`src/sv/lkt_pkg.sv`:
```
package lkt_pkg;

  localparam int unsigned MAX_ENTRIES_DEF = 16;
  localparam int unsigned KEY_BITS_DEF    = 32;

  localparam int unsigned KEY_W = 32;
  localparam int unsigned CAP_W = 5;
  localparam int unsigned OCC_W = 5;

  localparam logic [CAP_W-1:0] CAP_RESET = 5'd4;

  typedef struct packed {
    logic             hit;
    logic             evicted;
    logic [KEY_W-1:0] evicted_key;
    logic [OCC_W-1:0] occupancy;
  } lkt_status_t;

endpackage

```
`src/sv/lru_key_tracker.sv`:
```
// Channel   Direction  Handshake                 Payload
// command   in         start, busy               key
// config    in         cfg_valid_i, cfg_ready_o  cfg_data_i (capacity)
// result    out        result_valid_o            hit_o, evicted_o, evicted_key_o, occupancy_o
//
// A key taken at one edge is registered and looked up against every held entry
// at once; its result is registered at the next edge and shown for one cycle.
// One key is taken every cycle; busy stays low and the lookup plus the
// recency shift finish within the cycle after the key register.
// Reset empties the store and sets the capacity to four; writing the capacity
// also empties the store. The receiver cannot stall the result.
module lru_key_tracker #(
  parameter int unsigned MaxEntries = lkt_pkg::MAX_ENTRIES_DEF,
  parameter int unsigned KeyBits    = lkt_pkg::KEY_BITS_DEF
) (
  input  logic                      clk_i,
  input  logic                      rst_ni,
  input  logic                      start,
  output logic                      busy,
  input  logic [lkt_pkg::KEY_W-1:0] key_i,
  input  logic                      cfg_valid_i,
  output logic                      cfg_ready_o,
  input  logic [lkt_pkg::CAP_W-1:0] cfg_data_i,
  output logic                      result_valid_o,
  output logic                      hit_o,
  output logic                      evicted_o,
  output logic [lkt_pkg::KEY_W-1:0] evicted_key_o,
  output logic [lkt_pkg::OCC_W-1:0] occupancy_o
);

  localparam int unsigned CntW = $clog2(MaxEntries + 1);
  localparam int unsigned EffW = (CntW > lkt_pkg::CAP_W) ? CntW : lkt_pkg::CAP_W;

  logic                      valid_q;
  logic [lkt_pkg::KEY_W-1:0] key_q;
  logic [lkt_pkg::CAP_W-1:0] cap_q;
  logic                      out_valid_q;
  lkt_pkg::lkt_status_t      res_q;
  lkt_pkg::lkt_status_t      status;
  logic                      cfg_write;
  logic [EffW-1:0]           cap_ext;
  logic [CntW-1:0]           cap_eff;
  logic [63:0]               key_ext;
  logic [KeyBits-1:0]        tag;

  assign busy        = 1'b0;
  assign cfg_ready_o = 1'b1;
  assign cfg_write   = cfg_valid_i && cfg_ready_o;

  assign cap_ext = EffW'(cap_q);
  always_comb begin
    if (cap_q == '0) begin
      cap_eff = CntW'(1);
    end else if (cap_ext > EffW'(MaxEntries)) begin
      cap_eff = CntW'(MaxEntries);
    end else begin
      cap_eff = CntW'(cap_ext);
    end
  end

  assign key_ext = 64'(key_q);
  assign tag     = key_ext[KeyBits-1:0];

  lkt_stack #(
    .MaxEntries(MaxEntries),
    .KeyBits   (KeyBits)
  ) u_stack (
    .clk_i   (clk_i),
    .rst_ni  (rst_ni),
    .clear_i (cfg_write),
    .step_i  (valid_q),
    .tag_i   (tag),
    .cap_i   (cap_eff),
    .status_o(status)
  );

  always_ff @(posedge clk_i or negedge rst_ni) begin
    if (!rst_ni) begin
      valid_q     <= 1'b0;
      out_valid_q <= 1'b0;
      cap_q       <= lkt_pkg::CAP_RESET;
    end else begin
      valid_q     <= start && !busy;
      out_valid_q <= valid_q;
      if (cfg_write) begin
        cap_q <= cfg_data_i;
      end
    end
  end

  always_ff @(posedge clk_i) begin
    if (start && !busy) begin
      key_q <= key_i;
    end
    if (valid_q) begin
      res_q <= status;
    end
  end

  assign result_valid_o = out_valid_q;
  assign hit_o          = res_q.hit;
  assign evicted_o      = res_q.evicted;
  assign evicted_key_o  = res_q.evicted_key;
  assign occupancy_o    = res_q.occupancy;

`ifndef SYNTHESIS
  a_result_follows_key: assert property (@(posedge clk_i) disable iff (!rst_ni)
    out_valid_q |-> $past(valid_q))
    else $error("result without a registered key");

  a_cap_nonzero: assert property (@(posedge clk_i) disable iff (!rst_ni)
    cap_eff != '0 && EffW'(cap_eff) <= EffW'(MaxEntries))
    else $error("effective capacity out of range");

  a_evict_zero_key: assert property (@(posedge clk_i) disable iff (!rst_ni)
    out_valid_q && !res_q.evicted |-> res_q.evicted_key == '0)
    else $error("evicted key set without an eviction");
`endif

endmodule

```
`src/sv/lkt_stack.sv`:
```
module lkt_stack #(
  parameter int unsigned MaxEntries = lkt_pkg::MAX_ENTRIES_DEF,
  parameter int unsigned KeyBits    = lkt_pkg::KEY_BITS_DEF,
  localparam int unsigned CntW      = $clog2(MaxEntries + 1),
  localparam int unsigned IdxW      = (MaxEntries > 1) ? $clog2(MaxEntries) : 1
) (
  input  logic                clk_i,
  input  logic                rst_ni,
  input  logic                clear_i,
  input  logic                step_i,
  input  logic [KeyBits-1:0]  tag_i,
  input  logic [CntW-1:0]     cap_i,
  output lkt_pkg::lkt_status_t status_o
);

  logic [KeyBits-1:0]    stack_q [MaxEntries];
  logic [CntW-1:0]       held_q;
  logic [CntW-1:0]       held_d;
  logic [CntW-1:0]       held_step;
  logic [CntW-1:0]       cap_m1;
  logic [CntW-1:0]       limit;
  logic [MaxEntries-1:0] match;
  logic [MaxEntries-1:0] seen;
  logic [MaxEntries-1:0] shift;
  logic                  hit;
  logic                  evict;
  logic [KeyBits-1:0]    ev_tag;
  logic [63:0]           ev_ext;

  always_comb begin
    for (int i = 0; i < MaxEntries; i++) begin
      match[i] = (CntW'(i) < held_q) && (stack_q[i] == tag_i);
    end
    for (int j = 0; j < MaxEntries; j++) begin
      seen[j] = 1'b0;
      for (int i = 0; i < j; i++) begin
        seen[j] = seen[j] | match[i];
      end
    end
  end

  assign hit    = |match;
  assign evict  = !hit && (held_q >= cap_i);
  assign cap_m1 = cap_i - 1'b1;
  assign limit  = evict ? cap_m1 : held_q;
  assign ev_tag = stack_q[cap_m1[IdxW-1:0]];
  assign ev_ext = 64'(ev_tag);

  always_comb begin
    for (int j = 0; j < MaxEntries; j++) begin
      shift[j] = hit ? !seen[j] : (CntW'(j) <= limit);
    end
  end

  always_comb begin
    if (hit) begin
      held_step = held_q;
    end else if (evict) begin
      held_step = cap_i;
    end else begin
      held_step = held_q + 1'b1;
    end
  end

  always_comb begin
    if (clear_i) begin
      held_d = '0;
    end else if (step_i) begin
      held_d = held_step;
    end else begin
      held_d = held_q;
    end
  end

  always_comb begin
    status_o.hit         = hit;
    status_o.evicted     = evict;
    status_o.evicted_key = evict ? ev_ext[lkt_pkg::KEY_W-1:0] : '0;
    status_o.occupancy   = lkt_pkg::OCC_W'(held_step);
  end

  always_ff @(posedge clk_i or negedge rst_ni) begin
    if (!rst_ni) begin
      held_q <= '0;
    end else begin
      held_q <= held_d;
    end
  end

  always_ff @(posedge clk_i) begin
    if (step_i) begin
      stack_q[0] <= tag_i;
      for (int j = 1; j < MaxEntries; j++) begin
        if (shift[j]) begin
          stack_q[j] <= stack_q[j-1];
        end
      end
    end
  end

`ifndef SYNTHESIS
  a_held_within_cap: assert property (@(posedge clk_i) disable iff (!rst_ni)
    held_q <= cap_i)
    else $error("held count exceeds capacity");

  a_hit_evict_excl: assert property (@(posedge clk_i) disable iff (!rst_ni)
    step_i |-> !(hit && evict))
    else $error("hit and eviction together");

  a_hit_keeps_count: assert property (@(posedge clk_i) disable iff (!rst_ni)
    step_i && hit && !clear_i |=> $stable(held_q))
    else $error("hit changed the held count");

  a_fill_grows: assert property (@(posedge clk_i) disable iff (!rst_ni)
    step_i && !hit && !evict && !clear_i |=> held_q == $past(held_q) + 1'b1)
    else $error("miss with room did not grow the held count");
`endif

endmodule
```
`config.mk`:
```
export PLATFORM = sky130hd
export DESIGN_NAME = lru_key_tracker
export DESIGN_NICKNAME = d
export VERILOG_FILES = /design/src/sv/lkt_pkg.sv /design/src/sv/lru_key_tracker.sv /design/src/sv/lkt_stack.sv
export SDC_FILE = /design/constraint.sdc
export NUM_CORES = 1
export LEC_CHECK = 0
export BUFFER_PORTS_ARGS = -buffer_cell sky130_fd_sc_hd__buf_2
export CORE_MARGIN = 1
export CORE_UTILIZATION = 64
export CTS_CLUSTER_DIAMETER = 150
export DETAILED_ROUTE_END_ITERATION = 10
export PLACE_DENSITY_LB_ADDON = 0.3
export SYNTH_ARGS = -nofsm -noshare
export SYNTH_HDL_FRONTEND = slang
export SYNTH_SLANG_ARGS = --single-unit
```
`constraint.sdc`:
```
create_clock -name clk_i -period 15.4 [get_ports clk_i]
set_clock_uncertainty 0.1 [all_clocks]
set_input_delay 0 -clock clk_i [delete_from_list [all_inputs] [get_ports clk_i]]
set_output_delay 0 -clock clk_i [all_outputs]
set_load 0.005 [all_outputs]
```
# Word level (Yosys, flattened, before mapping)
# Memory sizes are Yosys's and may differ from the RTL's. A register that Yosys moved wholly into a read port is not among the register bits.
# Index checks and enable logic that the tools add are counted.
[totals] elab_cells=180 out_inout_bits=42 inputBits=41 mem_count=1 ram_bits=512 ff_bits=51
[memory_table] name="u_stack.stack_q" depth=16 width=32 read_ports=17 rd_ports_with_merged_regs=1 write_ports=16 line_no="lkt_stack.sv:16" source="logic [KeyBits-1:0] stack_q [MaxEntries];"
[classes] magnitude_cmp=33 mux=69 bitwise_logic=14 n_reduce_logical=37 n_eq_ne=16 addsub=2
[op_table] op="$eq A32 B32 Y1" n=16
[op_table] op="$mux W1" n=62
[op_table] op="$le A4 B5 Y1 const A" n=8
[op_table] op="$lt A4 B5 Y1 const A" n=8
[op_table] op="$mux W5" n=7
[op_table] op="$le A3 B5 Y1 const A" n=4
[op_table] op="$lt A3 B5 Y1 const A" n=4
[op_table] op="$logic_and A1 B1 Y1" n=17
[op_table] op="$logic_not A1 Y1" n=17
[op_table] op="$reduce_or A16 Y1" n=1
[op_table] op="$or A1 B1 Y1" n=14
[op_table] op="$le A2 B5 Y1 const A" n=2
[op_table] op="$lt A1 B5 Y1 const A" n=2
[op_table] op="$lt A2 B5 Y1 const A" n=2
[op_table] op="$add A5 B1 Y5 const B" n=1
[op_table] op="$ge A5 B5 Y1" n=1
[op_table] op="$gt A5 B5 Y1 const B" n=1
[op_table] op="$le A1 B5 Y1 const A" n=1
[op_table] op="$logic_not A5 Y1" n=1
[op_table] op="$sub A5 B1 Y5 const B" n=1
[op_table] op="$reduce_bool A2 Y1" n=1

# Logic depth before layout (Yosys ltp)
# Gate-level depths: netlist of the first run.
# An unclocked memory read counts as a cell.
[logic_depth] ltp_word=22 depth_mapped=15 mapped_depth_nobuf=13

# Hierarchy
# A second synthesis of the first run with hierarchy kept.
[hier_totals] hier_cells=1908 hier_area_um2=29618.4
[modules_own_cells] mod="lkt_stack" seq_area_each_um2=15499.9 instances=1 area_per_inst_um2=27196.1 cells_per_inst=1813
[modules_own_cells] mod="lru_key_tracker" seq_area_each_um2=2308.5 instances=1 area_per_inst_um2=2422.3 cells_per_inst=95

# Least setup slack after synthesis of the first run
# OpenSTA, ideal clock, no wires.
[synth_path] path_kind="reg-to-reg" from="register cap_q, in the netlist cap_ext[1]" to="memory u_stack.stack_q[7][0] (netlist bit), enable pin" synth_period_minus_slack_ns=6.051 setup_ns=0.470 n_path_buf=4 t_arrival_ns=5.481 path_stages_with_launch=16 required_ns=14.830 path_slack_ns=9.349 cell_sequence="dfrtp_1 nor3_1 nor2_1 nor2_1 inv_2 clkbuf_1 buf_2 ha_1 xnor2_1 clkbuf_1 clkbuf_1 or2_2 nor2_1 a21oi_1 o21ai_0 a211oi_1"
[synth_rtl] element="start: declaration" line_no="lru_key_tracker.sv:36" source="logic [lkt_pkg::CAP_W-1:0] cap_q;"
[synth_rtl] element="start signal: assignment" line_no="lru_key_tracker.sv:81" source="cap_q <= lkt_pkg::CAP_RESET;"
[synth_rtl] element="start signal: assignment" line_no="lru_key_tracker.sv:86" source="cap_q <= cfg_data_i;"
[synth_rtl] element="end: declaration" line_no="lkt_stack.sv:16"

# Worst setup path after layout of the first run
[layout_path] from="register cap_q, in the netlist cap_ext[3]" to="register evicted_key_o[11] (netlist name)"
[layout_between] elab_chain_len=6 elab_cells_between_ends=8 classes_between="add/sub: 1; order compare: 2; mux: 2; reduce/logical: 3"
[layout_lines] element="$gt A5 B5 Y1" line_no="lru_key_tracker.sv:54" source="end else if (cap_ext > EffW'(MaxEntries)) begin"
[layout_lines] element="$mux W5" line_no="lru_key_tracker.sv:54"
[layout_lines] element="$mux W5 (*)" line_no="lru_key_tracker.sv:52" source="if (cap_q == '0) begin"
[layout_lines] element="$ge A5 B5 Y1" line_no="lkt_stack.sv:43" source="assign evict = !hit && (held_q >= cap_i);"
[layout_lines] element="$logic_and A1 B1 Y1" line_no="lkt_stack.sv:43"
[layout_lines] element="$logic_not A1 Y1 (no source line)"
# Mark *: on every way between the ends. The rest lies on a longest branch, timed or not.
# A chain may end at the register's enable or synchronous reset.

==> results.tsv, run 1 <==
stage	metric	value	unit
clocking	CTS Hold Bufs	78	
placement	placed cells	2636	
critical_path	critical path launch point type	flop	
timing	setup_tns	0	ns
timing	f_max	177	MHz
critical_path	crit-path max FO	80	
clocking	maximum buffer depth of the clock tree	3	
critical_path	Crit path required time	15.68	ns
final_layout	most frequent cells in the layout	edfxtp_1, xor2_1, xnor2_1, mux4_2, nor4_1	
clocking	# H-tree levels	2	
synthesis	library cells used by synthesis	79	
route	WL final	119	mm
timing	RSZ-0062 raised after global routing	no	
final_layout	Layout area overhead	13.0	%
global_routing	antenna violations before repair	7	
global_routing	grt met2 use	72.5	%
global_routing	met1 usage	61.1	%
timing	Min Hold Slack	-0.0145	ns
final_layout	layout cells sized above 1	19.4	%
die	# rows	79	
timing	period utilisation layout	36.7	%
global_routing	first-pass GRT wire length	161	mm
clocking	Post-CTS Setup Bufs	0	
synthesis	asr flop ratio synth	2.02	%
global_routing	gr usage total	49.8	%
placement	RD Place Congestion	1.17	
synthesis	Top FF cell, synth	edfxtp_1	
final_layout	Layout Utilization	73.7	%
route	1st-pass router iterations	11	
route	Vias/cell	7.62	
run_status	violated checks	DRC, hold timing	
run	max capacitance violation total	0	
timing	final setup fails	0	
global_routing	largest net degree at the start of global routing	81	
clocking	CTS tree	built	
timing	Pins Over Slew Limit	0	
route	1st-iter DRT viols	3933	
pwr	Gate power share	30.7	%
pwr	Psw	0.00233	W
timing	Hold Vio Cnt, Final	1	
die	Die Area	48500	um2
synthesis	cells after synthesis	2011	
run_status	outcome	finished, violations left	
synthesis	Yosys reg bits	595	
pwr	pwr dens	181	nW/um2
pwr	Worst VDD drop	0.133	mV
pwr	Clock Power Share	26.0	%
final_layout	nets	2218	
route	ANT nets after route	0	
clocking	CTS Buf Count	61	
die	core area	46800	um2
critical_path	CP Capture Type	flop	
final_layout	Layout fillers	2871	
global_routing	met3 Use GR	17.6	%
clocking	clock root buffer	clkbuf_16	
global_routing	grt total ovfl	0	
synthesis	Synth Warn #	0	
critical_path	worst setup path class	flop to flop	
clocking	Worst-path clk slew	0.06	ns
global_routing	Most Crowded Layer GR	met2	
route	Avg WL per Cell	42.0	um
clocking	CTS Sinks	595	
die	Die Height	220	um
die	Die W	220	um
placement	Port-buffer cells	80	
final_layout	leading cell type in the layout, fill and taps excluded	edfxtp_1	
global_routing	vias in the first global route	20764	
pwr	P_int	0.00392	W
route	DR DRC count	2	
timing	final worst path period need	5.66	ns
synthesis	syn nets	2059	
clocking	clk_lat worst skew	0.66	ns
final_layout	fin cells	2827	
synthesis	Post-synth EDFFs	583	
timing	Worst-Margin Slew	1.19	ns
pwr	Power Total	0.00625	W
clocking	Resized Gates After CTS	0	
min_path	Worst Hold Class	input port to flop	
synthesis	post-synthesis sequential area ratio	58.4	%
synthesis	Syn Area/Cell	15.2	um2
timing	relative slew slack	20.5	%
critical_path	critical path arrival	5.94	ns
pwr	switch share	37.3	%
pwr	sequential share of power	43.4	%
pwr	Leak Pwr	11.3	nW
synthesis	synthesized cell area	30500	um2
die	initial core utilization	65.2	%
placement	DP HPWL	85.0	mm
route	vias	21532	
die	top-level I/O count	83	
-- cell families after synthesis --
| logic type | Yosys count | synth area share, % |
|---|---|---|
| buffers and inverters | 131 | 2.43 |
| AOI/OAI and AO/OA | 74 | 1.69 |
| muxes | 168 | 12.1 |
| xor gates and xnor gates | 519 | 14.9 |
| adders and majority gates | 7 | 0.287 |
| other | 2 | 0.0246 |
| DFF | 595 | 58.4 |
| and+or+nand+nor | 515 | 10.1 |
-- registers in the layout, indices dropped and copies added (netlist names) --
signal,flops
u_stack.stack_q,512
evicted_key_o,32
key_q,32
cap_ext,5
occupancy_o,5
u_stack.held_q,5
evicted_o,1
hit_o,1
result_valid_o,1
valid_q,1
-- metal layers --
layer / vias up / share of wire (%)
li1: 8164 / -
met1: 10722 / 32
met2: 2113 / 43
met3: 527 / 15
met4: 6 / 9.5
met5: - / 0.035
-- through the flow --
stage,cell area (um2),setup WS [ns]
final,34500,9.74
after global routing,34500,9.46
after CTS,34500,9.79
after detailed placement,31600,9.82
after global placement,31600,9.92
after floorplan,30500,9.35
-- cell usage after synthesis (all sizes together), types with 4 or more instances --
cell,n,area [um2]
a211oi,4,35.0
a21o,6,45.0
a21oi,21,105
a31oi,6,37.5
and3,10,62.6
and4b,4,40.0
buf,83,561
clkbuf,36,135
dfrtp,11,275
edfxtp,583,17500
ha,7,87.6
inv,12,45.0
mux2,5,56.3
mux4,160,3600
nand2,53,199
nand2b,11,76.3
nand3,35,175
nand4,107,676
nand4b,11,103
nor2,43,171
nor2b,36,225
nor3,31,155
nor3b,4,30.0
nor4,112,701
nor4b,13,114
o21ai,15,75.1
or3,7,48.8
or4,15,113
xnor2,249,2190
xor2,270,2360
-- power groups by stage --
stage	clock, W	sequential, W	combinational (W)
finish	0.00162	0.00271	0.00192
global route	0.00166	0.00272	0.00193
CTS	0.00160	0.00267	0.00183
detailed placement	0	0.00269	0.00180
global placement	0	0.00267	0.00179
floorplan	0	0.00255	0.00106
-- critical path, cell delays in order (launching register included) --
cell,delay [ns]
dfrtp_1,0.46
nor3_1,0.16
nor2_1,0.08
nor2_1,0.56
inv_8,0.48
ha_2,0.40
xnor2_2,0.16
buf_4,0.78
buf_4,1.00
mux4_2,0.47
mux4_2,0.47
nor2b_1,0.14
-- cell type report --
type	count	area, um2	area share, %
Clock buffer	78	1610	4.67
Multi-Input combinational cell	1285	12100	35.1
Tap cell	607	759	2.20
Antenna cell	2	5.00	0.0145
Inverter	12	52.6	0.152
Clock inverter	33	514	1.49
Timing Repair Buffer	215	1610	4.67
Sequential cell	595	17800	51.7
-- worst paths after layout --
check	from	endpoint	slack (ns)	depth (start not counted)
hold / removal	key_i[2]	key_q[2]$_DFFE_PP_	-0.01	2
setup reg to reg	cap_ext[3]$_DFFE_PN0P_	evicted_key_o[11]$_SDFFCE_PP0P_	9.74	11
max in group asynchronous	rst_ni	valid_q$_DFF_PN0_	14.17	3
hold reg to reg	key_q[29]$_DFFE_PP_	u_stack.stack_q[0][29]$_DFFE_PP_	0.37	0
min in group asynchronous	rst_ni	valid_q$_DFF_PN0_	0.48	3
setup / recovery	cap_ext[3]$_DFFE_PN0P_	evicted_key_o[11]$_SDFFCE_PP0P_	9.74	11
No activity file was read; power rests on OpenSTA's default activity.
==> run 2, diff against run 1 <==
--- a/config.mk
+++ b/config.mk
@@ -7,7 +7,7 @@
 export LEC_CHECK = 0
 export BUFFER_PORTS_ARGS = -buffer_cell sky130_fd_sc_hd__buf_2
 export CORE_MARGIN = 1
-export CORE_UTILIZATION = 64
+export CORE_UTILIZATION = 57
 export CTS_CLUSTER_DIAMETER = 150
 export DETAILED_ROUTE_END_ITERATION = 10
 export PLACE_DENSITY_LB_ADDON = 0.3
==> constraint.sdc (replaced) <==
create_clock -name clk_i -period 4.95 [get_ports clk_i]
set_clock_uncertainty 0.1 [all_clocks]
set_input_delay 0 -clock clk_i [delete_from_list [all_inputs] [get_ports clk_i]]
set_output_delay 0 -clock clk_i [all_outputs]
set_load 0.005 [all_outputs]
==> run 2 against run 1 <==
Net effect:
- the run ends with DRC left
- hold slack better by 0.017 ns
- critical path depth unchanged
- wire length up 2.0%
- sequential cell count unchanged
- critical endpoint is now u_stack.stack_q[2][14]$_DFFE_PP_
- non-clock buffer count up 20
- register-to-register slack worse by 9.6 ns
- core utilization down 7.8 points
- fmax up 18%
- global-route usage down 4.3 points
- sequential share of layout area down 0.50 points
==> results.tsv, run 2 (same netlist as run 1, synthesis figures left out) <==
stage	metric	value	unit	change
global_routing	first-pass GRT wire length	163	mm	+1.4%
clocking	Worst-path clk slew	0.06	ns	about the same
die	initial core utilization	57.8	%	-7.4 points
global_routing	antenna violations before repair	6		-1
run_status	violated checks	DRC		
clocking	CTS Sinks	595		unchanged
final_layout	nets	2243		+1.1%
clocking	CTS tree	built		
critical_path	CP Capture Type	flop		
timing	f_max	209	MHz	+18%
pwr	Worst VDD drop	0.424	mV	+220%
pwr	Leak Pwr	11.4	nW	+1.2%
critical_path	crit-path max FO	32		-60%
placement	RD Place Congestion	1.09		-6.8%
final_layout	Largest Register	u_stack.stack_q		
final_layout	Layout fillers	3696		+29%
die	Die Area	54400	um2	+12%
critical_path	Crit path required time	5.22	ns	-10.46 ns
run	max capacitance violation total	0		unchanged
pwr	sequential share of power	43.9	%	+0.5 points
final_layout	Largest register FFs	512		unchanged
route	DR DRC count	2		unchanged
critical_path	Crit-path slowest cell	nor3_1		
pwr	Gate power share	31.5	%	+0.8 points
die	top-level I/O count	83		unchanged
pwr	pwr dens	555	nW/um2	+210%
final_layout	most frequent cells in the layout	edfxtp_1, xor2_1, xnor2_1, mux4_2, nor4_1		
run_status	outcome	finished, violations left		
timing	setup_tns	0	ns	unchanged
final_layout	Layout area overhead	14.1	%	
placement	DP HPWL	94.2	mm	+11%
die	# rows	84		+6.3%
global_routing	vias in the first global route	20146		-3.0%
pwr	Psw	0.00724	W	+210%
timing	final setup fails	0		unchanged
critical_path	CP dominant cell by count	buf_4		
timing	RSZ-0062 raised after global routing	no		
route	1st-iter DRT viols	3478		-12%
final_layout	FF+latch area	17800	um2	unchanged
global_routing	gr usage total	45.4	%	-4.3 points
final_layout	Finished Cell Area	34800	um2	+0.97%
final_layout	layout cells sized above 1	21.3	%	+1.9 points
placement	Port-buffer cells	80		unchanged
timing	Min Hold Slack	0.00254	ns	+0.0171 ns
timing	Pins Over Slew Limit	0		unchanged
die	Die Height	233	um	+5.9%
route	WL final	121	mm	+2.0%
route	vias	21228		-1.4%
clocking	CTS Buf Count	66		+8.2%
critical_path	worst path cell trace	buf_4, xor2_1, nor4_1, and3_1, nand4b_1, nand4_1, or4b_4, buf_4, nor3_1, a21oi_4, buf_12		
die	Die W	233	um	+5.9%
clocking	clock root buffer	clkbuf_16		
route	Avg WL per Cell	41.2	um	-1.8%
pwr	P_int	0.0121	W	+210%
global_routing	largest net degree at the start of global routing	71		-12%
critical_path	critical path arrival	5.05	ns	-0.89 ns
final_layout	Layout Utilization	66.0	%	-7.8 points
clocking	maximum buffer depth of the clock tree	3		unchanged
pwr	Clock Power Share	24.5	%	-1.5 points
timing	Worst-Margin Slew	1.18	ns	-0.0167 ns
pwr	Power Total	0.0193	W	+210%
die	core area	52800	um2	+13%
critical_path	worst setup path class	flop to flop		
final_layout	leading cell type in the layout, fill and taps excluded	edfxtp_1		
pwr	switch share	37.5	%	+0.20 points
timing	period utilisation layout	96.7	%	+60 points
timing	final worst path period need	4.78	ns	-0.874 ns
critical_path	critical path launch point type	flop		
final_layout	area of the multi-input gates	12100	um2	+0.10%
route	Vias/cell	7.23		-5.1%
min_path	Worst Hold Class	input port to flop		
route	1st-pass router iterations	8		-3
final_layout	diode count	0		-2
global_routing	grt total ovfl	0		unchanged
critical_path	slowest cell delay on critical path	0.89	ns	-0.11 ns
timing	relative slew slack	21.6	%	+1.1 points
clocking	clk_lat worst skew	0.63	ns	-0.03 ns
timing	Hold Vio Cnt, Final	0		-1
placement	dpl cell area	32300	um2	+2.3%
route	ANT nets after route	0		unchanged
clocking	# H-tree levels	3		+1
run 2: changes by cell type in the layout (fill, tap and decap cells not counted), sizes merged:
cell	previous run	this run
buf	137	186
bufinv	13	1
clkbuf	78	91
clkinv	18	24
clkinvlp	1	3
diode	2	0
dlygate4sd3	78	49
inv	13	14
run 2: power by group through the flow:
stage / registers (W) / clock network, W / logic (W)
after floorplan: 0.00792 / 0 / 0.00333
after global placement: 0.00838 / 0 / 0.00582
after detailed placement: 0.00844 / 0 / 0.00581
after CTS: 0.00836 / 0.00473 / 0.00589
after global routing: 0.00851 / 0.00490 / 0.00616
final: 0.00848 / 0.00474 / 0.00609
run 2: critical path: cells and delay by family, from the launching register on:
kind | cells | cell delay, ns
buffers and inverters | 3 | 0.72
AO/OA/AOI/OAI | 1 | 0.12
XOR/XNOR | 1 | 0.71
AND/OR/NAND/NOR | 6 | 2.22
flip-flops | 1 | 0.61
run 2: timing repair:
action                                 in CTS  in global routing
resized for setup                           0                  0
hold buffers                               49                  0
setup buffers                               0                  0
endpoints found under the hold margin      70                  0
run 2: final timing paths:
path | from | to | slack (ns) | cells past startpoint
max | key_q[29]$_DFFE_PP_ | u_stack.stack_q[2][14]$_DFFE_PP_ | 0.17 | 11
min | key_i[24] | key_q[24]$_DFFE_PP_ | 0.003 | 2
max reg2reg | key_q[29]$_DFFE_PP_ | u_stack.stack_q[2][14]$_DFFE_PP_ | 0.17 | 11
min reg2reg | u_stack.stack_q[6][29]$_DFFE_PP_ | u_stack.stack_q[7][29]$_DFFE_PP_ | 0.39 | 0
max in group asynchronous | rst_ni | valid_q$_DFF_PN0_ | 3.20 | 4
min in group asynchronous | rst_ni | cap_ext[2]$_DFFE_PN1P_ | 0.33 | 3
run 2: per-stage QoR:
step / std cells / worst slack (ns)
CTS: 2936 / 0.389
floorplan: 2011 / -0.0482
global placement: 2766 / 0.417
finish: 2936 / 0.165
detailed placement: 2766 / 0.433
global route: 2936 / 0.209
run 2: final cells by class:
| class | count | share of cell area [%] |
|---|---|---|
| Sequential cell | 595 | 51.2 |
| Clock inverter | 30 | 0.593 |
| Inverter | 12 | 0.151 |
| Timing Repair Buffer | 235 | 5.53 |
| Tap cell | 688 | 2.47 |
| Clock buffer | 91 | 5.25 |
| Multi-Input combinational cell | 1285 | 34.8 |
run 2: metal layers:
metal  global-route usage (%)  vias to the layer above  wire length, um
met5                   0.0919                        -               37
met4                     32.2                        4             9940
met3                     12.1                      356            16600
met2                     66.6                     2057            53200
met1                     58.7                    10588            41100
li1                         -                     8223                -
